==> src/rtl/core/sobel_pkg.sv <==
// sobel_pkg: shared widths, register indexes and pipeline structs for the
// 3x3 sobel edge magnitude core. No dependencies.
`timescale 1ns / 1ps
`default_nettype none

package sobel_pkg;

  localparam int unsigned MaxLineWidth = 1024;
  localparam int unsigned ColW         = $clog2(MaxLineWidth);
  localparam int unsigned LwW          = $clog2(MaxLineWidth + 1);
  localparam int unsigned RowW         = 12;
  localparam int unsigned FhW          = 12;
  localparam int unsigned PixW         = 8;
  localparam int unsigned SumW         = PixW + 2;
  localparam int unsigned GradW        = PixW + 3;
  localparam int unsigned CfgIdxW      = 1;
  localparam int unsigned CfgDataW     = 12;

  typedef enum logic [CfgIdxW-1:0] {
    CfgLineWidth   = 1'b0,
    CfgFrameHeight = 1'b1
  } cfg_idx_e;

  // position of the window centre that goes with one pixel
  typedef struct packed {
    logic [ColW-1:0] col;
    logic [RowW-1:0] row;
    logic            last;
    logic            emit;
  } pos_t;

  // one new window column: two rows from the line memory plus the new pixel
  typedef struct packed {
    logic [PixW-1:0] top;
    logic [PixW-1:0] mid;
    logic [PixW-1:0] bot;
  } column_t;

endpackage

`default_nettype wire

==> src/rtl/core/sobel_pos.sv <==
// sobel_pos: configuration registers and raster position counters; tags each
// accepted pixel with its line memory index and window centre. Uses sobel_pkg.
`timescale 1ns / 1ps
`default_nettype none

module sobel_pos import sobel_pkg::*; (
  input  logic                clk_i,
  input  logic                rst_ni,
  input  logic                cfg_we_i,
  input  logic [CfgIdxW-1:0]  cfg_idx_i,
  input  logic [CfgDataW-1:0] cfg_data_i,
  input  logic                acc_i,
  input  logic                sof_i,
  output logic [ColW-1:0]     idx_o,
  output pos_t                pos_o
);

  logic [LwW-1:0]  lw_q;
  logic [FhW-1:0]  fh_q;
  logic [ColW-1:0] col_q, col_d;
  logic [RowW-1:0] row_q, row_d;

  logic [LwW-1:0]  w;
  logic [FhW-1:0]  h;
  logic [ColW-1:0] c;
  logic [RowW-1:0] r;
  logic [LwW-1:0]  col_inc;
  logic [RowW:0]   row_inc;

  always_comb begin
    // out-of-range sizes are clamped
    if (lw_q < LwW'(3)) begin
      w = LwW'(3);
    end else if (lw_q > LwW'(MaxLineWidth)) begin
      w = LwW'(MaxLineWidth);
    end else begin
      w = lw_q;
    end
    h = (fh_q < FhW'(3)) ? FhW'(3) : fh_q;

    c = sof_i ? '0 : col_q;
    r = sof_i ? '0 : row_q;
    col_inc = LwW'(c) + LwW'(1);
    row_inc = (RowW + 1)'(r) + (RowW + 1)'(1);

    idx_o         = c;
    pos_o.col     = c - ColW'(1);
    pos_o.row     = r - RowW'(1);
    pos_o.emit    = (r >= RowW'(2)) && (c >= ColW'(2));
    pos_o.last    = (LwW'(c) == w - LwW'(1)) && (r == RowW'(h - FhW'(1)));

    col_d = col_q;
    row_d = row_q;
    if (acc_i) begin
      if (col_inc >= w) begin
        col_d = '0;
        row_d = (row_inc >= (RowW + 1)'(h)) ? '0 : row_inc[RowW-1:0];
      end else begin
        col_d = col_inc[ColW-1:0];
        row_d = r;
      end
    end
  end

  always_ff @(posedge clk_i or negedge rst_ni) begin
    if (!rst_ni) begin
      lw_q  <= LwW'(640);
      fh_q  <= FhW'(480);
      col_q <= '0;
      row_q <= '0;
    end else begin
      col_q <= col_d;
      row_q <= row_d;
      if (cfg_we_i) begin
        case (cfg_idx_e'(cfg_idx_i))
          CfgLineWidth:   lw_q <= cfg_data_i[LwW-1:0];
          CfgFrameHeight: fh_q <= cfg_data_i[FhW-1:0];
          default: ;
        endcase
      end
    end
  end

endmodule

`default_nettype wire

==> config.mk <==
export PLATFORM = sky130hd
export DESIGN_NAME = sobel_pos
export DESIGN_NICKNAME = d
export VERILOG_FILES = /design/src/rtl/core/sobel_pkg.sv /design/src/rtl/core/sobel_pos.sv
export SDC_FILE = /design/constraint.sdc
export NUM_CORES = 1
export LEC_CHECK = 0
export BUFFER_PORTS_ARGS = -buffer_cell sky130_fd_sc_hd__buf_2
export CORE_MARGIN = 4
export CORE_UTILIZATION = 55
export CTS_CLUSTER_SIZE = 12
export DETAILED_ROUTE_END_ITERATION = 7
export HOLD_SLACK_MARGIN = 0.1
export PLACE_DENSITY = 0.73
export SLEW_MARGIN = 20
export SYNTH_ARGS = -nofsm -noshare
export SYNTH_HDL_FRONTEND = slang
export SYNTH_SLANG_ARGS = --single-unit
==> constraint.sdc <==
create_clock -name clk_i -period 4.3 [get_ports clk_i]
set_input_delay 0.215 -clock clk_i [delete_from_list [all_inputs] [get_ports clk_i]]
set_output_delay 0.215 -clock clk_i [all_outputs]
set_load 0.005 [all_outputs]
Yosys cells after proc, flatten, opt, wreduce, memory -nomap -nowiden
Cells that the tools add are included.
{ "totals": {"elab_cells": 32, "output_inout_bits": 34, "ff_bits": 45, "in_bits": 18} }
{ "classes": {"eq_ne": 2, "bitwise": 1, "mux": 8, "n_addsub": 6, "n_reduce_logical": 4, "order_cmp": 7} }
{ "ops": {"columns": ["op", "n"], "rows": [
  ["12-bit 2-to-1 mux", 4],
  ["12-bit by 1-bit subtractor with 12-bit output (second input constant)", 2],
  ["11-bit 2-to-1 mux", 2],
  ["10-bit 2-to-1 mux", 2],
  ["12-bit by 1-bit adder with 13-bit output (second input constant)", 1],
  ["13-bit by 12-bit greater-or-equal comparator with 1-bit output", 1],
  ["12-bit == test", 1],
  ["12-bit by 2-bit greater-or-equal comparator with 1-bit output (second input constant)", 1],
  ["12-bit by 2-bit < comparator with 1-bit output (second input constant)", 1],
  ["10-bit by 1-bit adder with 11-bit output (second input constant)", 1],
  ["10-bit by 11-bit == test with 1-bit output", 1],
  ["11-bit greater-or-equal comparator", 1],
  ["11-bit greater-than comparator (second input constant)", 1],
  ["11-bit by 2-bit < comparator with 1-bit output (second input constant)", 1],
  ["11-bit by 1-bit subtractor with 11-bit output (second input constant)", 1],
  ["10-bit by 2-bit greater-or-equal comparator with 1-bit output (second input constant)", 1],
  ["10-bit by 1-bit subtractor with 10-bit output (second input constant)", 1],
  ["2-bit AND reduction", 2],
  ["1-bit logical AND", 2],
  ["1-bit NOT", 1]
]} }

Logic depth before layout (Yosys ltp)
Gate-level depths: netlist of the first run.
{ "logic_depth": {"depth_word": 6, "mapped_depth": 19, "ltp_nobuf": 15} }

Worst setup path after synthesis of the first run
Ideal clock, no wire load.
{ "synth_timing": {"path_kind": "input-to-reg", "start": "input sof_i", "end": "register row_q[5]", "setup_slack_ns": 0.502, "t_required_ns": 4.217, "setup_time_ns": 0.083, "cell_stages": 18, "t_arrival_ns": 3.716, "n_path_buf": 4, "path_cell_list": "buf_2 buf_6 clkbuf_1 clkbuf_1 nor2b_1 ha_1 and3_1 and4_1 nand3_1 xor2_1 ha_1 a21oi_1 nor2b_1 a311oi_1 o211ai_1 nor4b_4 a22oi_1 o22ai_1"} }
{ "synth_between": {"elab_chain_len": 5, "word_cells_on_any_way": 8, "classes_between": "add/sub (2); order compare (2); mux (4)"} }
{ "synth_lines": {"columns": ["item", "line_no", "rtl"], "rows": [
  ["start, declared", "sobel_pos.sv:13", "input logic sof_i,"],
  ["12-bit 2-to-1 mux", "sobel_pos.sv:42", "r = sof_i ? '0 : row_q;"],
  ["12-bit by 1-bit adder with 13-bit output", "sobel_pos.sv:44", "row_inc = (RowW + 1)'(r) + (RowW + 1)'(1);"],
  ["13-bit by 12-bit greater-or-equal comparator with 1-bit output", "sobel_pos.sv:57", "row_d = (row_inc >= (RowW + 1)'(h)) ? '0 : row_inc[RowW-1:0];"],
  ["12-bit 2-to-1 mux", "sobel_pos.sv:57", null],
  ["12-bit 2-to-1 mux *", "sobel_pos.sv:55", "if (col_inc >= w) begin"],
  ["end signal, assigned", "sobel_pos.sv:73", "row_q <= row_d;"],
  ["end, declared", "sobel_pos.sv:21", "logic [RowW-1:0] row_q, row_d;"]
]} }
Mark *: on every way between the ends. The rest lies on a longest branch, timed or not.
A chain may end at the register's enable or synchronous reset.

==> run metrics, run 1 <==
outcome=completed; Routed Antenna Nets=0; vias in the first global route=3,658; initial antenna violation count=0; clk_skew=0.00910 ns; WL met2=5230 microns; Overall Power=1320 uW; CTS tree=done; dpl cells=642; final non-filler cell total=651; Port Buffers=51; Via density=6.08; GPL Wtd Cong=0.889; largest net degree at the start of global routing=46; crit path DAT=3.70 ns; layout cells sized above 1=0.186; switch share=0.379; clock power share=0.195; clock slew at the register clock pins of the worst setup and hold paths=0.08 ns; Synth cell types=65; Clk Latency, worst-skew pair=0.30 ns; Root Buffer=clkbuf_8; Syn Std Cell Area=0.00434 sq mm; commonest non-fill, non-tap cell in the layout=buf_2; Cells after Synth=512; Comb pwr share=0.382; Die Y=96.9 microns; Pre-Repair DR Iteration Count=5; internal power=821 uW; crit-path max FO=8; final setup violation count=0; clock tree buffer depth=2; pwr dens=282 mW/mm^2; # IOs=52; Least-Margin Pin Slew=0.911 ns; class of the tightest hold or removal check=in -> reg; Post-route DRC=0; DR vias=3,960; YS warnings=0; total of max-cap violations=0; wire length per cell=17.4 microns; setup TNS=0 ns; Rel. slew slack=0.391; post-route minimum period=3.91 ns; DIE WIDTH=96.9 microns; Routed WL=11,400 microns; Synth Register Bits=45; Seq pwr share=0.423; cts repair resizes=0; final hold vios=0; H-tree depth=2; Die Area=0.00938 sq mm; leakage=0.00209 uW; initial drt markers=242; initial core utilization=0.565; synthesized net count=560; Synth async-reset ratio=1.00; core area=0.00769 sq mm; Worst setup EP type=output port; switching power=501 uW; global-route wire length before repair=18,800 microns; Cell Rows=32; fin nets=596; number of flops mapped to enable cells by yosys=0; Max Slew Vio Count=0; highest routing layer actually used=met4; P&R area growth vs syn=8.10%; most frequent cells in the layout=buf_2, nand2_1, nor2_1; Crit Path Category=reg -> out; final period utilization=0.910; Met3 Routed Length=617 microns; Metal-1 WL=5250 microns; RSZ-0062 raised after global routing=no; Worst setup SP type=flop; DP HPWL=8860 microns; Sink Count=45; gr ovfl total=0; Seq/Total Area, Yosys=0.261; antenna diode count=0; Crit path required time=4.09 ns; Synth Area per Inst=8.48 sq um; main flop type after synthesis=dfrtp_1; worst vdd ir=0.000198 V; total CTS buffers=5; Fmax achieved=0.256 GHz; GR Util All Layers=0.240
[worst paths after layout]
| path | from | to | slack (ns) | depth (start not counted) |
|---|---|---|---|---|
| worst max register to register | row_q[0] | row_q[2] | 0.40 | 15 |
| worst min-delay path | cfg_data_i[11] | fh_q[11] | 0.15 | 2 |
| worst max-delay path | lw_q[6] | pos_o[1] | 0.39 | 11 |
| min in group asynchronous | rst_ni | col_q[0] | 0.44 | 2 |
| max in group asynchronous | rst_ni | lw_q[4] | 3.43 | 2 |
| worst min register to register | col_q[9] | col_q[9] | 0.51 | 1 |
[sequential cells by signal (all words and copies together) (netlist names)]
| name | cells |
|---|---|
| fh_q | 12 |
| row_q | 12 |
| lw_q | 11 |
| col_q | 10 |
[per-stage QoR]
step	cell area, sq um	util	hold WS [ns]	setup WS, ns
global route	4690	0.611	0.142	0.133
global placement	4600	0.599	0.447	0.587
floorplan	4340	-	-0.0806	0.502
detailed placement	4600	0.599	0.444	0.464
CTS	4680	0.609	0.113	0.400
finish	4690	0.611	0.153	0.389
[synthesized netlist by cell type (all sizes together), types with 7 or more instances]
library cell	n	area, sq um
mux2	22	248
mux2i	8	80.1
inv	31	116
nor3	18	101
nor2b	12	75.1
nand2b	22	138
or3	7	48.8
nand2	43	161
nand3	20	100
a22o	7	61.3
ha	30	375
and3	8	50.1
buf	7	66.3
dfrtp	39	976
xor2	12	105
clkbuf	22	103
o2bb2ai	9	78.8
xnor2	37	324
a21oi	17	85.1
o21ai	17	85.1
nor4	13	87.6
nor2	42	158
[per-layer routing]
metal	vias to the layer above	global-route usage
met2	145	0.369
met4	0	0.0810
met3	18	0.0368
li1	1898	-
met1	1899	0.346
met5	-	0
[power by group through the flow]
stage / clock, uW / combinational, uW / sequential (uW)
6_report: 258 / 505 / 560
5_1_grt: 282 / 561 / 571
4_1_cts: 265 / 505 / 557
3_5_place_dp: 0 / 501 / 566
3_3_place_gp: 0 / 493 / 562
2_1_floorplan: 0 / 400 / 522
[final cells by class]
type / instances / area (sq um)
inverters: 31 / 116
well taps: 102 / 128
multi-input cells: 407 / 2920
flip-flops and latches: 45 / 1130
clock buffers: 8 / 80.1
fillers: 712 / 2990
repair buffers: 58 / 313
[cell families after synthesis]
family          Yosys count  synth area share
buf+inv                  60            0.0657
simple gates            206             0.256
flops                    45             0.261
compound gates           92             0.157
mux                      30            0.0755
fa+ha+maj                30            0.0864
xor+xnor                 49            0.0988
[repair_timing]
action                                  CTS  global route
hold buffers                              0             1
endpoints found under the setup margin    0             0
buffers inserted                          0             0
hold endpoints to repair                  0            39
[critical path, cell delays in order, from the launching register on]
cell and delay, ns:
dfrtp_1 0.48, or4_4 0.64, nor3_1 0.19, o21ai_0 0.19
ha_1 0.38, xnor2_1 0.15, nor4_1 0.26, nand3_1 0.10
a311oi_1 0.29, nand4b_1 0.15, a2111oi_2 0.39, buf_2 0.18
No activity file was read; power rests on OpenSTA's default activity.
==> run 2, diff against run 1 <==
--- a/config.mk
+++ b/config.mk
@@ -12,6 +12,7 @@
 export DETAILED_ROUTE_END_ITERATION = 7
 export HOLD_SLACK_MARGIN = 0.1
 export PLACE_DENSITY = 0.73
+export SKIP_CTS_REPAIR_TIMING = 1
 export SLEW_MARGIN = 20
 export SYNTH_ARGS = -nofsm -noshare
 export SYNTH_HDL_FRONTEND = slang
==> constraint.sdc (replaced) <==
create_clock -name clk_i -period 4.3 [get_ports clk_i]
set_input_delay 0.215 -clock clk_i [delete_from_list [all_inputs] [get_ports clk_i]]
set_output_delay 0.215 -clock clk_i [all_outputs]
set_load 0.1 [all_outputs]
==> run 2 against run 1 <==
- clock power grew 9.7%
- fmax shrank 4.2%
- clock-buffer cell count shrank 2
- largest cell class unchanged
- critical path depth is the same
- via count shrank 0.96%
- critical path type unchanged
==> run metrics, run 2 (synthesis results as in run 1) <==
final non-filler cell total=652 (+0.15%); fillers=714 (+0.28%); antenna diode count=0 (unchanged); global-route wire length before repair=18,600 microns (-1.1%); Via density=6.02 (-1.1%); Cell Rows=32 (unchanged); Sink Count=45 (unchanged); switch share=0.495 (+0.116); worst vdd ir=0.000243 V (+23%); Hold Path End=fh_q[11]; Port Buffers=51 (unchanged); Seq pwr share=0.335 (-0.088); Place WS=0.254 ns (-0.210 ns); DR vias=3,922 (-0.96%); internal power=840 uW (+2.3%); final period utilization=0.949 (+0.0399); GPL Wtd Cong=0.917 (+3.1%); Routed Antenna Nets=0 (unchanged); H-tree depth=2 (unchanged); leakage=0.00210 uW (+0.66%); reg-to-reg slack, setup=0.29 ns (-0.11 ns); DIE WIDTH=96.9 microns (unchanged); wire length per cell=17.3 microns (-0.73%); Worst R2R Path Depth=14 (-1); Clk Latency, worst-skew pair=0.31 ns (about the same); Crit path required time=4.09 ns (about the same); initial antenna violation count=0 (unchanged); final setup violation count=0 (unchanged); Cells on Worst Hold Path=2 (unchanged); largest net degree at the start of global routing=46 (unchanged); Max Slew Vio Count=0 (unchanged); total CTS buffers=5 (unchanged); Die Y=96.9 microns (unchanged); final worst slack=0.217 ns (-0.172 ns); crit-path max FO=8 (unchanged); class of the tightest hold or removal check=in -> reg; fin nets=597 (+0.17%); Fmax achieved=0.245 GHz (-4.2%); Least-Margin Pin Slew=0.901 ns (-0.0105 ns); layout cells sized above 1=0.196 (+0.0106); Routed WL=11,300 microns (-0.58%); CTS tree=done; Worst R2R Start=row_q[0]; core area=0.00769 sq mm (unchanged); pwr dens=350 mW/mm^2 (+24%); Post-route DRC=0 (unchanged); switching power=822 uW (+64%); P&R area growth vs syn=9.28%; initial core utilization=0.565 (unchanged); Comb pwr share=0.495 (+0.113); most frequent cells in the layout=buf_2, nand2_1, nor2_1; post-route minimum period=4.08 ns (+0.172 ns); total of max-cap violations=0 (unchanged); Die Area=0.00938 sq mm (unchanged); Pre-Repair DR Iteration Count=5 (unchanged); Worst setup EP type=output port; crit path DAT=3.87 ns (+0.17 ns); vias in the first global route=3,766 (+3.0%); hold path startpoint=cfg_data_i[11]; initial drt markers=233 (-3.7%); clk_skew=0.0120 ns (+0.00287 ns); dpl cells=642 (unchanged); # IOs=52 (unchanged); clock slew at the register clock pins of the worst setup and hold paths=0.09 ns (about the same); clock power share=0.170 (-0.025); GR Util All Layers=0.238 (-0.00287); R2R Path End=row_q[7]; final hold vios=0 (unchanged); Crit Path Category=reg -> out; Rel. slew slack=0.398 (+0.00698); Root Buffer=clkbuf_8; Worst setup SP type=flop; Regs by FF count=fh_q x12, row_q x12, lw_q x11; outcome=completed; DP HPWL=8740 microns (-1.4%); clock tree buffer depth=2 (unchanged); commonest non-fill, non-tap cell in the layout=buf_2; gr ovfl total=0 (unchanged)
==> run 2: cell count changes in the layout (fill, tap and decap cells not counted), sizes merged <==
| cell | before | now |
|---|---|---|
| clkinv | 0 | 2 |
| clkbuf | 8 | 7 |
| clkinvlp | 0 | 1 |
| inv | 31 | 30 |
==> run 2: power by group through the flow <==
stage                     clock network, uW  registers [uW]  logic, uW
after global placement                    0             559        809
after floorplan                           0             523        710
after global routing                    308             566        880
after CTS                               289             555        820
after detailed placement                  0             563        817
final                                   283             556        823
==> run 2: worst max-delay path by stage <==
| stage | cells after the start | start | end |
|---|---|---|---|
| 2_1_floorplan | 17 | sof_i | row_q[0] |
| 3_3_place_gp | 15 | sof_i | row_q[5] |
| 3_5_place_dp | 16 | sof_i | row_q[5] |
| 4_1_cts | 11 | lw_q[6] | pos_o[1] |
| 5_1_grt | 11 | lw_q[6] | pos_o[1] |
| 6_report | 11 | lw_q[6] | pos_o[1] |
==> run 2: area by class of cell <==
| class | count | area [sq um] | area share |
|---|---|---|---|
| clock buffers | 6 | 82.6 | 0.0174 |
| clock inverters | 2 | 13.8 | 0.00290 |
| inverters | 31 | 120 | 0.0253 |
| multi-input cells | 407 | 2950 | 0.621 |
| flip-flops and latches | 45 | 1130 | 0.239 |
| well taps | 102 | 128 | 0.0269 |
| repair buffers | 59 | 323 | 0.0680 |
==> run 2: per-layer routing <==
| layer | global-route usage | part of all wire | wire [microns] |
|---|---|---|---|
| met1 | 0.333 | 0.45 | 5060 |
| met2 | 0.375 | 0.47 | 5250 |
| met3 | 0.0440 | 0.064 | 727 |
| met4 | 0.0670 | 0.023 | 255 |
| met5 | 0 | 0 | 0 |
==> run 2: critical path, cell delays in order (launching register included) <==
cell       delay (ns)
dfrtp_1          0.50
or4_4            0.64
nor3_1           0.20
o21ai_0          0.19
ha_1             0.40
xnor2_1          0.16
nor4_1           0.26
nand3_1          0.11
a311oi_1         0.28
nand4b_1         0.19
a2111oi_4        0.22
clkbuf_4         0.39
==> run 2: through the flow <==
| step | instance area, sq um | util | hold WS [ns] | power (uW) | TNS [ns] |
|---|---|---|---|---|---|
| 6_report | 4750 | 0.617 | 0.144 | 1660 | 0 |
| 4_1_cts | 4720 | 0.614 | 0.128 | 1660 | 0 |
| 2_1_floorplan | 4370 | - | -0.0806 | 1230 | 0 |
| 3_3_place_gp | 4630 | 0.602 | 0.448 | 1370 | 0 |
| 5_1_grt | 4750 | 0.617 | 0.151 | 1750 | -0.00256 |
| 3_5_place_dp | 4630 | 0.602 | 0.452 | 1380 | 0 |
