## src/rtl/core/sobel_pkg.sv

```systemverilog
// sobel_pkg: shared widths, register indexes and pipeline structs for the
// 3x3 sobel edge magnitude core. No dependencies.
`timescale 1ns / 1ps
`default_nettype none

package sobel_pkg;

  localparam int unsigned MaxLineWidth = 1024;
  localparam int unsigned ColW         = $clog2(MaxLineWidth);
  localparam int unsigned LwW          = $clog2(MaxLineWidth + 1);
  localparam int unsigned RowW         = 12;
  localparam int unsigned FhW          = 12;
  localparam int unsigned PixW         = 8;
  localparam int unsigned SumW         = PixW + 2;
  localparam int unsigned GradW        = PixW + 3;
  localparam int unsigned CfgIdxW      = 1;
  localparam int unsigned CfgDataW     = 12;

  typedef enum logic [CfgIdxW-1:0] {
    CfgLineWidth   = 1'b0,
    CfgFrameHeight = 1'b1
  } cfg_idx_e;

  // position of the window centre that goes with one pixel
  typedef struct packed {
    logic [ColW-1:0] col;
    logic [RowW-1:0] row;
    logic            last;
    logic            emit;
  } pos_t;

  // one new window column: two rows from the line memory plus the new pixel
  typedef struct packed {
    logic [PixW-1:0] top;
    logic [PixW-1:0] mid;
    logic [PixW-1:0] bot;
  } column_t;

endpackage

`default_nettype wire

```

## src/rtl/core/sobel_grad.sv

```systemverilog
// sobel_grad: 3x3 window register, gradient stage and magnitude output
// register, each with its own valid bit. Uses sobel_pkg.
`timescale 1ns / 1ps
`default_nettype none

module sobel_grad import sobel_pkg::*; (
  input  logic            clk_i,
  input  logic            rst_ni,
  input  logic            in_valid_i,
  output logic            in_ready_o,
  input  column_t         column_i,
  input  pos_t            pos_i,
  output logic            res_valid_o,
  input  logic            res_ready_i,
  output logic [PixW-1:0] mag_o,
  output pos_t            pos_o
);

  // win_q[0] oldest column, win_q[2] newest
  column_t                  win_q [3];
  logic                     v2_q, v3_q, vo_q;
  pos_t                     pos2_q, pos3_q, poso_q;
  logic signed [GradW-1:0]  gx_q, gy_q;
  logic [PixW-1:0]          mag_q;

  logic                     acc, rdy2, rdy3, rdy4, adv2, adv3;
  logic [SumW-1:0]          s_right, s_left, s_bot, s_top;
  logic signed [GradW-1:0]  gx_d, gy_d;
  logic [GradW-1:0]         ax, ay, mag_sum;
  logic [PixW-1:0]          mag_d;

  assign rdy4       = ~vo_q | res_ready_i;
  assign rdy3       = ~v3_q | rdy4;
  assign rdy2       = ~v2_q | rdy3;
  assign adv3       = v3_q & rdy4;
  assign adv2       = v2_q & rdy3;
  assign in_ready_o = rdy2;
  assign acc        = in_valid_i & rdy2;

  always_comb begin
    s_right = SumW'(win_q[2].top) + {1'b0, win_q[2].mid, 1'b0} + SumW'(win_q[2].bot);
    s_left  = SumW'(win_q[0].top) + {1'b0, win_q[0].mid, 1'b0} + SumW'(win_q[0].bot);
    s_bot   = SumW'(win_q[0].bot) + {1'b0, win_q[1].bot, 1'b0} + SumW'(win_q[2].bot);
    s_top   = SumW'(win_q[0].top) + {1'b0, win_q[1].top, 1'b0} + SumW'(win_q[2].top);
    gx_d    = $signed({1'b0, s_right}) - $signed({1'b0, s_left});
    gy_d    = $signed({1'b0, s_bot}) - $signed({1'b0, s_top});

    ax      = gx_q[GradW-1] ? GradW'(-gx_q) : GradW'(gx_q);
    ay      = gy_q[GradW-1] ? GradW'(-gy_q) : GradW'(gy_q);
    mag_sum = ax + ay;
    // saturate at full scale
    mag_d   = (|mag_sum[GradW-1:PixW]) ? '1 : mag_sum[PixW-1:0];
  end

  // every pixel shifts the window, only interior ones go on
  always_ff @(posedge clk_i) begin
    if (acc) begin
      win_q[0] <= win_q[1];
      win_q[1] <= win_q[2];
      win_q[2] <= column_i;
      pos2_q   <= pos_i;
    end
    if (adv2) begin
      gx_q   <= gx_d;
      gy_q   <= gy_d;
      pos3_q <= pos2_q;
    end
    if (adv3) begin
      mag_q  <= mag_d;
      poso_q <= pos3_q;
    end
  end

  always_ff @(posedge clk_i or negedge rst_ni) begin
    if (!rst_ni) begin
      v2_q <= 1'b0;
      v3_q <= 1'b0;
      vo_q <= 1'b0;
    end else begin
      if (acc) begin
        v2_q <= pos_i.emit;
      end else if (adv2) begin
        v2_q <= 1'b0;
      end
      if (adv2) begin
        v3_q <= 1'b1;
      end else if (adv3) begin
        v3_q <= 1'b0;
      end
      if (adv3) begin
        vo_q <= 1'b1;
      end else if (res_ready_i) begin
        vo_q <= 1'b0;
      end
    end
  end

  assign res_valid_o = vo_q;
  assign mag_o       = mag_q;
  assign pos_o       = poso_q;

endmodule

`default_nettype wire

```

## config.mk

```make
export PLATFORM = sky130hd
export DESIGN_NAME = sobel_grad
export DESIGN_NICKNAME = d
export VERILOG_FILES = /design/src/rtl/core/sobel_pkg.sv /design/src/rtl/core/sobel_grad.sv
export SDC_FILE = /design/constraint.sdc
export NUM_CORES = 1
export LEC_CHECK = 0
export BUFFER_PORTS_ARGS = -buffer_cell sky130_fd_sc_hd__buf_2
export CAP_MARGIN = 20
export CORE_AREA = 4 4 126 152
export CTS_CLUSTER_DIAMETER = 50
export DETAILED_ROUTE_END_ITERATION = 16
export DIE_AREA = 0 0 130 156
export HOLD_SLACK_MARGIN = 0.02
export PLACE_DENSITY = 0.78
export REMOVE_ABC_BUFFERS = 1
export SLEW_MARGIN = 40
export SYNTH_ARGS = -nofsm -noshare
export SYNTH_HDL_FRONTEND = slang
export SYNTH_SLANG_ARGS = --single-unit
export TNS_END_PERCENT = 10
```

## constraint.sdc

```tcl
create_clock -name clk_i -period 3.5 [get_ports clk_i]
set_input_delay 0.875 -clock clk_i [delete_from_list [all_inputs] [get_ports clk_i]]
set_output_delay 0.875 -clock clk_i [all_outputs]
set_load 0.02 [all_outputs]
```

---- After elaboration in Yosys (flattened, before gate mapping) ----
Memory sizes are Yosys's and may differ from the RTL's.
Cells that the tools add are included.
Widths: inputs -> output; s select.
storage, ports and cells
  register bits after elaboration ......... 105
  RAM bits ................................ 72
  bits of input ports ..................... 52
  output and inout port bits .............. 34
  word-level logic and storage cells ...... 55
  memories kept ........................... 1
memories
  name   depth  width  rd ports  clocked after memory_dff  wr ports  RTL line          text
  win_q  3      24     3         0                         3         sobel_grad.sv:20  column_t win_q [3];
operators by class
  add/sub/neg operators ................... 13
  multiplexer cells ....................... 10
  bitwise gates (word level) .............. 9
  reductions and logical operators ........ 4
operator list
  kind               count
  $add 10x8->10      4
  $add 8x9->10       4
  $mux 11            2
  $neg 11->11        2
  $sub 10x10->11     2
  $add 11x11->11     1
  $mux 1             8
  $reduce_bool 2->1  3
  $and 1x1->1        3
  $not 1->1          3
  $or 1x1->1         3
  $reduce_or 3->1    1

---- Longest topological paths before layout ----
Gate-level depths: netlist (run 1).
  depth in word-level cells ............... 7
  depth in mapped cells ................... 16
  mapped depth without buffers ............ 16

---- Least setup slack after synthesis (run 1) ----
Ideal clock, no wire load.
  path type ............................... input to register
  start ................................... input res_ready_i
  end ..................................... register pos2_q[0] in the netlist's numbering (enable)
  library setup time ...................... 0.465 ns
  arrival time ............................ 3.415 ns
  required time ........................... 3.035 ns
  setup slack ............................. -0.381 ns
  cell stages on the path ................. 3
  buffers on the path ..................... 0
  cell sequence ........................... nor2b_1 > nand3_1 > and2_1
between the ends
  word-level cells in the longest chain between the ends .. 4
ends and longest elaborated chain
  element               RTL line          text
  start, declared       sobel_grad.sv:14  input logic res_ready_i,
  $or 1x1->1            sobel_grad.sv:32  assign rdy4 = ~vo_q | res_ready_i;
  $or 1x1->1            sobel_grad.sv:33  assign rdy3 = ~v3_q | rdy4;
  $or 1x1->1            sobel_grad.sv:34  assign rdy2 = ~v2_q | rdy3;
  net in_ready_o        sobel_grad.sv:10  output logic in_ready_o,
  $and 1x1->1           sobel_grad.sv:38  assign acc = in_valid_i & rdy2;
  net acc               sobel_grad.sv:26  logic acc, rdy2, rdy3, rdy4, adv2, adv3;
  end signal, assigned  sobel_grad.sv:61  pos2_q <= pos_i;
  end, declared         sobel_grad.sv:22  pos_t pos2_q, pos3_q, poso_q;
The timed path passes the listed nets, and every way through them passes these cells.
A chain may end at the register's enable or synchronous reset.

==> results of run 1 <==
[registers in the layout, summed over array words and instances (netlist names), 8 cells and up]
signal  cells
gx_q       11
gy_q       11
mag_o       8
pos2_q     24
pos3_q     24
pos_o      24
win_q      72
[Yosys cell counts, drive strengths merged (4+ instances only)]
| library cell | number |
|---|---|
| o31ai | 5 |
| or3 | 7 |
| o211ai | 4 |
| xnor2 | 27 |
| nor3 | 4 |
| ha | 36 |
| nand2 | 21 |
| a21o | 7 |
| edfxtp | 174 |
| xor2 | 6 |
| fa | 63 |
| inv | 141 |
| o21ai | 11 |
| nor2b | 6 |
| nor2 | 12 |
| nand2b | 13 |
| a21boi | 4 |
| a21oi | 13 |
[per-layer routing]
metal  track usage  share of wire  vias to the layer above
li1              -              -                     2231
met1        0.1633           0.37                     2293
met2        0.2755           0.58                       70
met3       0.03014          0.031                       22
met4       0.05545          0.019                        0
met5             0              0                        -
[through the flow]
stage	utilization	std cells	total power [mW]	TNS [ns]	hold slack, ns
finish	0.5888	950	8.104	-0.6128	0.2363
floorplan	-	589	5.256	-36.54	0.4003
global placement	0.5451	913	5.857	-1.350	0.4012
CTS	0.5841	947	8.040	-0.6956	0.2148
global route	0.5888	950	8.707	-2.342	0.2168
detailed placement	0.5451	913	5.990	-2.179	0.4045
[area by class of cell]
type | instances | area, µm² | share of cell area
Timing Repair Buffer | 109 | 625.6 | 0.06069
Multi-Input combinational cell | 271 | 2940 | 0.2853
Tap cell | 220 | 275.3 | 0.02671
Inverter | 141 | 529.3 | 0.05135
Clock inverter | 15 | 211.5 | 0.02051
Sequential cell | 177 | 5300 | 0.5142
Clock buffer | 17 | 425.4 | 0.04127
[path summary, 6_finish.rpt]
kind	slack, ns	from	end
min in group clk_i	0.41	pos2_q[1]	pos3_q[1]
max in group asynchronous	3.14	rst_ni	v3_q
max	-0.13	win_q[0][2]	gy_q[9]
max reg2reg	-0.13	win_q[0][2]	gy_q[9]
min reg2reg	0.41	pos2_q[1]	pos3_q[1]
min	0.24	rst_ni	res_valid_o
[where the power goes]
part | internal [mW] | switching [mW] | leakage [nW]
clock network | 1.00 | 0.951 | 0.306
logic | 1.54 | 1.69 | 2.32
registers | 2.75 | 0.170 | 1.69
total | 5.29 | 2.81 | 4.32
[critical path: stages (launching register included)]
cell and delay (ns):
edfxtp_1 0.42, fa_1 0.52, fa_1 0.56, inv_2 0.04, fa_1 0.51, buf_4 0.17, fa_2 0.38, nor2b_1 0.13
o21ai_1 0.10, a21boi_2 0.16, o21ai_1 0.09, a21oi_1 0.19, xor2_1 0.20
[kinds of logic after synthesis]
group                    Yosys count
flip-flops                       177
buffers and inverters            143
adder cells (fa/ha/maj)           99
AND/OR/NAND/NOR                   80
AO/OA/AOI/OAI                     58
XOR/XNOR                          33
multiplexers                       1
[repair_timing]
| item | 4_1_cts | 5_1_grt |
|---|---|---|
| resized for setup | 18 | 14 |
| endpoints found under the hold margin | 0 | 0 |
| setup endpoints to repair | 10 | 20 |
| setup buffers | 2 | 3 |
| pin swaps | 19 | 19 |
| cloned | 0 | 0 |
==> reports/metrics.cfg, run 1 <==
[grt]
grt_max_degree=60
globalRouteTotalUtil=0.1475
antenna_found_initial=0
gr-total-overflow=0
grt_pass1_wl_um=23320
grt_pass1_vias=5049

[synth]
synth_top_area_frac=0.6012
synth_edf_count=174
synthTopCellsByArea=edfxtp_1 60%, fa_1 15%, inv_1 6.1%
synthMuxAreaShare=0.001584
ys_ff_latch=177
synth_compound_area_frac=0.04765
avgSynthCellArea_um2=14.71
synth_seq_area_share=0.6098
synthSimpleGateAreaFrac=0.04895
synth_top_cell_by_area=edfxtp_1
synthFlopType=edfxtp_1
netlist_instances=591
synth_top_family_by_area=adder cells
synth_warnings=0
synthXorXnorAreaFrac=0.03326
netlist_area_um2=8691
ys_types=42
postSynth.asyncResetShare=0.01695
synthAdderAreaFrac=0.1969

[timing]
slew_viol_final=0
finalSetupViolations=8
slew_headroom=0.7326
fin_ws_ns=-0.1306
clock_skew_ns=0.01229
finalHoldViolCount=0
worstMarginPinSlew_ns=0.4012
period_needed_ns=3.631
fmax_mhz=275.4
period_share=1.037
rsz0062_at_grt=true

[placement]
place_congestion=0.8749
post_dp_cell_area_um2=9543
io_buffers=85
place_worst_setup_slack_ns=-0.3186
post-dp-hpwl_um=10760

[floorplanning]
rows=53
coreArea_um2=17510
die_w_um=130
ios=86
dieArea_um2=20280
chipHeight_um=156
initial_utilization=0.4964

[power_and_ir_drop]
irDropWorstVdd_mv=0.3820
power_density_nw_per_um2=786.2
p_leak_nw=4.318

[cts]
cts_root_buffer=clkbuf_16
cts_made_buffers=17
cts_tree=yes
cts.clk_slew.worst_paths_ns=0.08
htree_levels=4
clockBufferDepth=2
clk_latency_ns=0.43
ctsHoldBuffers=0
cts.sinks=177

[critical_path]
r2r_cells=12
startpoint_type=register
endpoint_kind=register
cp.arrival_ns=3.89
path_max_fanout=2
worstSetupPathType=reg -> reg
critPathRequiredTime_ns=3.76

[layout]
fillers=1338
layout-drive-gt1-share=0.2342
diodes=0
area.growth.synth_to_final_pct=18.60
final_common_cell=edfxtp_1
most-common-layout-cells=174 x edfxtp_1, 136 x inv_1, 85 x buf_2
fin_area_um2=10310
fin_nets=868

[run_status]
outcome=finished with violations
violations=setup timing

[route]
ant_nets=0
viasPerCell=4.859
dr_total_vias=4616
wirelength_um=13930
firstDrtPassIters=6
drt_iter0_markers=242
wl_per_cell_um=14.67
drcViolationCount=0

[hold_path]
min-delay-path-class=in -> async

[job]
cap_violations=0

Power figures use the tool's default switching activity.
==> run 2, diff against run 1 <==
--- a/config.mk
+++ b/config.mk
@@ -7,13 +7,15 @@
 export LEC_CHECK = 0
 export BUFFER_PORTS_ARGS = -buffer_cell sky130_fd_sc_hd__buf_2
 export CAP_MARGIN = 20
-export CORE_AREA = 4 4 126 152
+export CORE_AREA = 4 4 161 194
 export CTS_CLUSTER_DIAMETER = 50
 export DETAILED_ROUTE_END_ITERATION = 16
-export DIE_AREA = 0 0 130 156
+export DIE_AREA = 0 0 165 198
+export GPL_TIMING_DRIVEN = 0
 export HOLD_SLACK_MARGIN = 0.02
-export PLACE_DENSITY = 0.78
+export PLACE_DENSITY = 0.54
 export REMOVE_ABC_BUFFERS = 1
+export SKIP_CTS_REPAIR_TIMING = 1
 export SLEW_MARGIN = 40
 export SYNTH_ARGS = -nofsm -noshare
 export SYNTH_HDL_FRONTEND = slang
==> run 2 against run 1 <==
Against the previous run: the flow still finishes with violations (setup timing); final area up 0.61%; die area up 61%; global-route usage down 6.2 points; cell count up 16%; clock skew up 0.0039 ns; combinational power down 7.4%; flip-flop and latch count unchanged; critical endpoint is now gx_q[8].
==> reports/metrics.cfg, run 2 (synthesis gave the netlist of run 1 again) <==
[timing]
fmax_mhz=271.5  ; -1.4%
finalSetupViolations=8  ; unchanged
fin_ws_ns=-0.1832  ; -0.05260 ns
rsz0062_at_grt=true
finalHoldViolCount=0  ; unchanged
period_needed_ns=3.683  ; +0.05260 ns
worstMarginPinSlew_ns=0.4537  ; +0.05252 ns
period_share=1.052  ; +0.01503
slew_headroom=0.6975  ; -0.03501
clock_skew_ns=0.01615  ; +0.003858 ns
slew_viol_final=0  ; unchanged

[layout]
top_register=win_q
diodes=0  ; unchanged
largest_register_ff_count=72  ; unchanged
most-common-layout-cells=174 x edfxtp_1, 139 x inv_1, 85 x buf_2
layout-drive-gt1-share=0.2110  ; -0.02328
fin_area_um2=10370  ; +0.61%
final_common_cell=edfxtp_1
layoutNonFillerInstCount=1101  ; +16%
area.growth.synth_to_final_pct=19.32
fin_nets=850  ; -2.1%

[power_and_ir_drop]
irDropWorstVdd_mv=0.3174  ; -17%
power_density_nw_per_um2=759.7  ; -3.4%
p_leak_nw=4.232  ; -2.0%

[cts]
cts_root_buffer=clkbuf_16
htree_levels=4  ; unchanged
cts_made_buffers=17  ; unchanged
clk_latency_ns=0.42  ; about the same
clockBufferDepth=2  ; unchanged
cts_tree=yes
cts.sinks=177  ; unchanged
cts.clk_slew.worst_paths_ns=0.07  ; about the same

[critical_path]
crit_buf_inv=3  ; +1
path_max_fanout=3  ; +1
crit_family=adder cells
rrSetupSlack_ns=-0.18  ; -0.05 ns
worstSetupPathType=reg -> reg
max_stage_delay_ns=0.55  ; about the same
r2r-end=gx_q[8]
endpoint_kind=register
crit_path_frequent_cell=fa_1
r2r_cells=13  ; +1
startpoint_type=register
path_cells=buf_6 -> fa_1 -> fa_1 -> inv_2 -> fa_1 -> inv_1 -> ha_1 -> a21o_1 -> a21oi_2 -> nand2b_4 -> a21boi_2 -> o211ai_1 -> xnor2_1
critPathRequiredTime_ns=3.66  ; -0.10 ns
worstReg2RegStart=win_q[0][66]
critPathLaunch=win_q[0][66]
cp.arrival_ns=3.84  ; -0.05 ns
critPathSlowestCell=fa_1

[placement]
place_inst=1068  ; +17%
post-dp-hpwl_um=10310  ; -4.1%
place_congestion=0.7139  ; -18%
io_buffers=85  ; unchanged
post_dp_cell_area_um2=9691  ; +1.5%

[floorplanning]
die_w_um=165  ; +27%
ios=86  ; unchanged
dieArea_um2=32670  ; +61%
chipHeight_um=198  ; +27%
coreArea_um2=29440  ; +68%
initial_utilization=0.2952  ; -0.2012
rows=69  ; +30%

[grt]
antenna_found_initial=0  ; unchanged
grt_pass1_vias=4480  ; -11%
grt_max_degree=45  ; -25%
globalRouteTotalUtil=0.08565  ; -0.06186
gr-total-overflow=0  ; unchanged
grt_pass1_wl_um=22050  ; -5.5%

[run_status]
violations=setup timing
outcome=finished with violations

[route]
drcViolationCount=0  ; unchanged
viasPerCell=3.975  ; -18%
wirelength_um=13390  ; -3.9%
firstDrtPassIters=4  ; -2
drt_iter0_markers=167  ; -31%
ant_nets=0  ; unchanged
dr_total_vias=4376  ; -5.2%
wl_per_cell_um=12.16  ; -17%

[job]
cap_violations=0  ; unchanged

[hold_path]
min-delay-path-class=in -> async

-- run 2: cell types whose count changed in the layout (fill, tap and decap cells not counted), moves of 2 or more --
cell | previous run | this run
inv_8 | 2 | 0
clkinv_4 | 0 | 3
buf_12 | 1 | 3
buf_4 | 21 | 1
inv_12 | 5 | 0
clkinv_8 | 5 | 0
inv_6 | 3 | 6
inv_1 | 136 | 139
inv_2 | 5 | 2
bufinv_16 | 0 | 3
-- run 2: worst reg2reg max path: stages, from the launching register on --
cell and delay [ns]:
edfxtp_1 0.46, buf_6 0.16, fa_1 0.47, fa_1 0.53
inv_2 0.04, fa_1 0.55, inv_1 0.05, ha_1 0.26
a21o_1 0.17, a21oi_2 0.16, nand2b_4 0.15, a21boi_2 0.07
o211ai_1 0.25, xnor2_1 0.11
-- run 2: layer usage --
layer  GRT usage  vias up  part of all wire
met2      0.1435       78              0.49
li1            -     2192                 -
met5           0        -                 0
met3     0.01957       12             0.046
met1      0.1095     2094              0.45
met4     0.02866        0             0.014
-- run 2: where the power goes --
part | switching [mW] | leakage [nW] | internal (mW)
combinational | 1.60 | 2.24 | 1.40
sequential | 0.158 | 1.69 | 2.75
clock | 0.833 | 0.297 | 1.14
-- run 2: worst max path at each step --
stage,to,cells past startpoint
3_5_place_dp,gx_q[7],16
2_1_floorplan,pos2_q[0],3
4_1_cts,gx_q[7],16
6_report,gx_q[8],13
5_1_grt,gx_q[8],13
3_3_place_gp,win_q[0][55],4
-- run 2: area by class of cell --
| class | instances | area (µm²) |
|---|---|---|
| Fill cell | 2878 | 19070 |
| Sequential cell | 177 | 5300 |
| Clock buffer | 18 | 429.2 |
| Multi-Input combinational cell | 271 | 2918 |
| Inverter | 141 | 529.3 |
| Clock inverter | 13 | 173.9 |
| Tap cell | 390 | 488.0 |
| Timing Repair Buffer | 91 | 531.8 |
-- run 2: per-stage QoR --
step / power, mW / setup WS [ns] / hold WS [ns] / setup TNS [ns] / utilization
floorplan: 5.256 / -0.3806 / 0.4003 / -36.54 / -
CTS: 7.895 / -0.4548 / 0.2237 / -3.084 / 0.3497
detailed placement: 5.872 / -0.4109 / 0.4052 / -2.633 / 0.3292
global route: 8.532 / -0.3565 / 0.2210 / -2.588 / 0.3522
global placement: 5.836 / -1.390 / 0.4002 / -134.38 / 0.3260
finish: 7.878 / -0.1832 / 0.2419 / -0.7639 / 0.3522
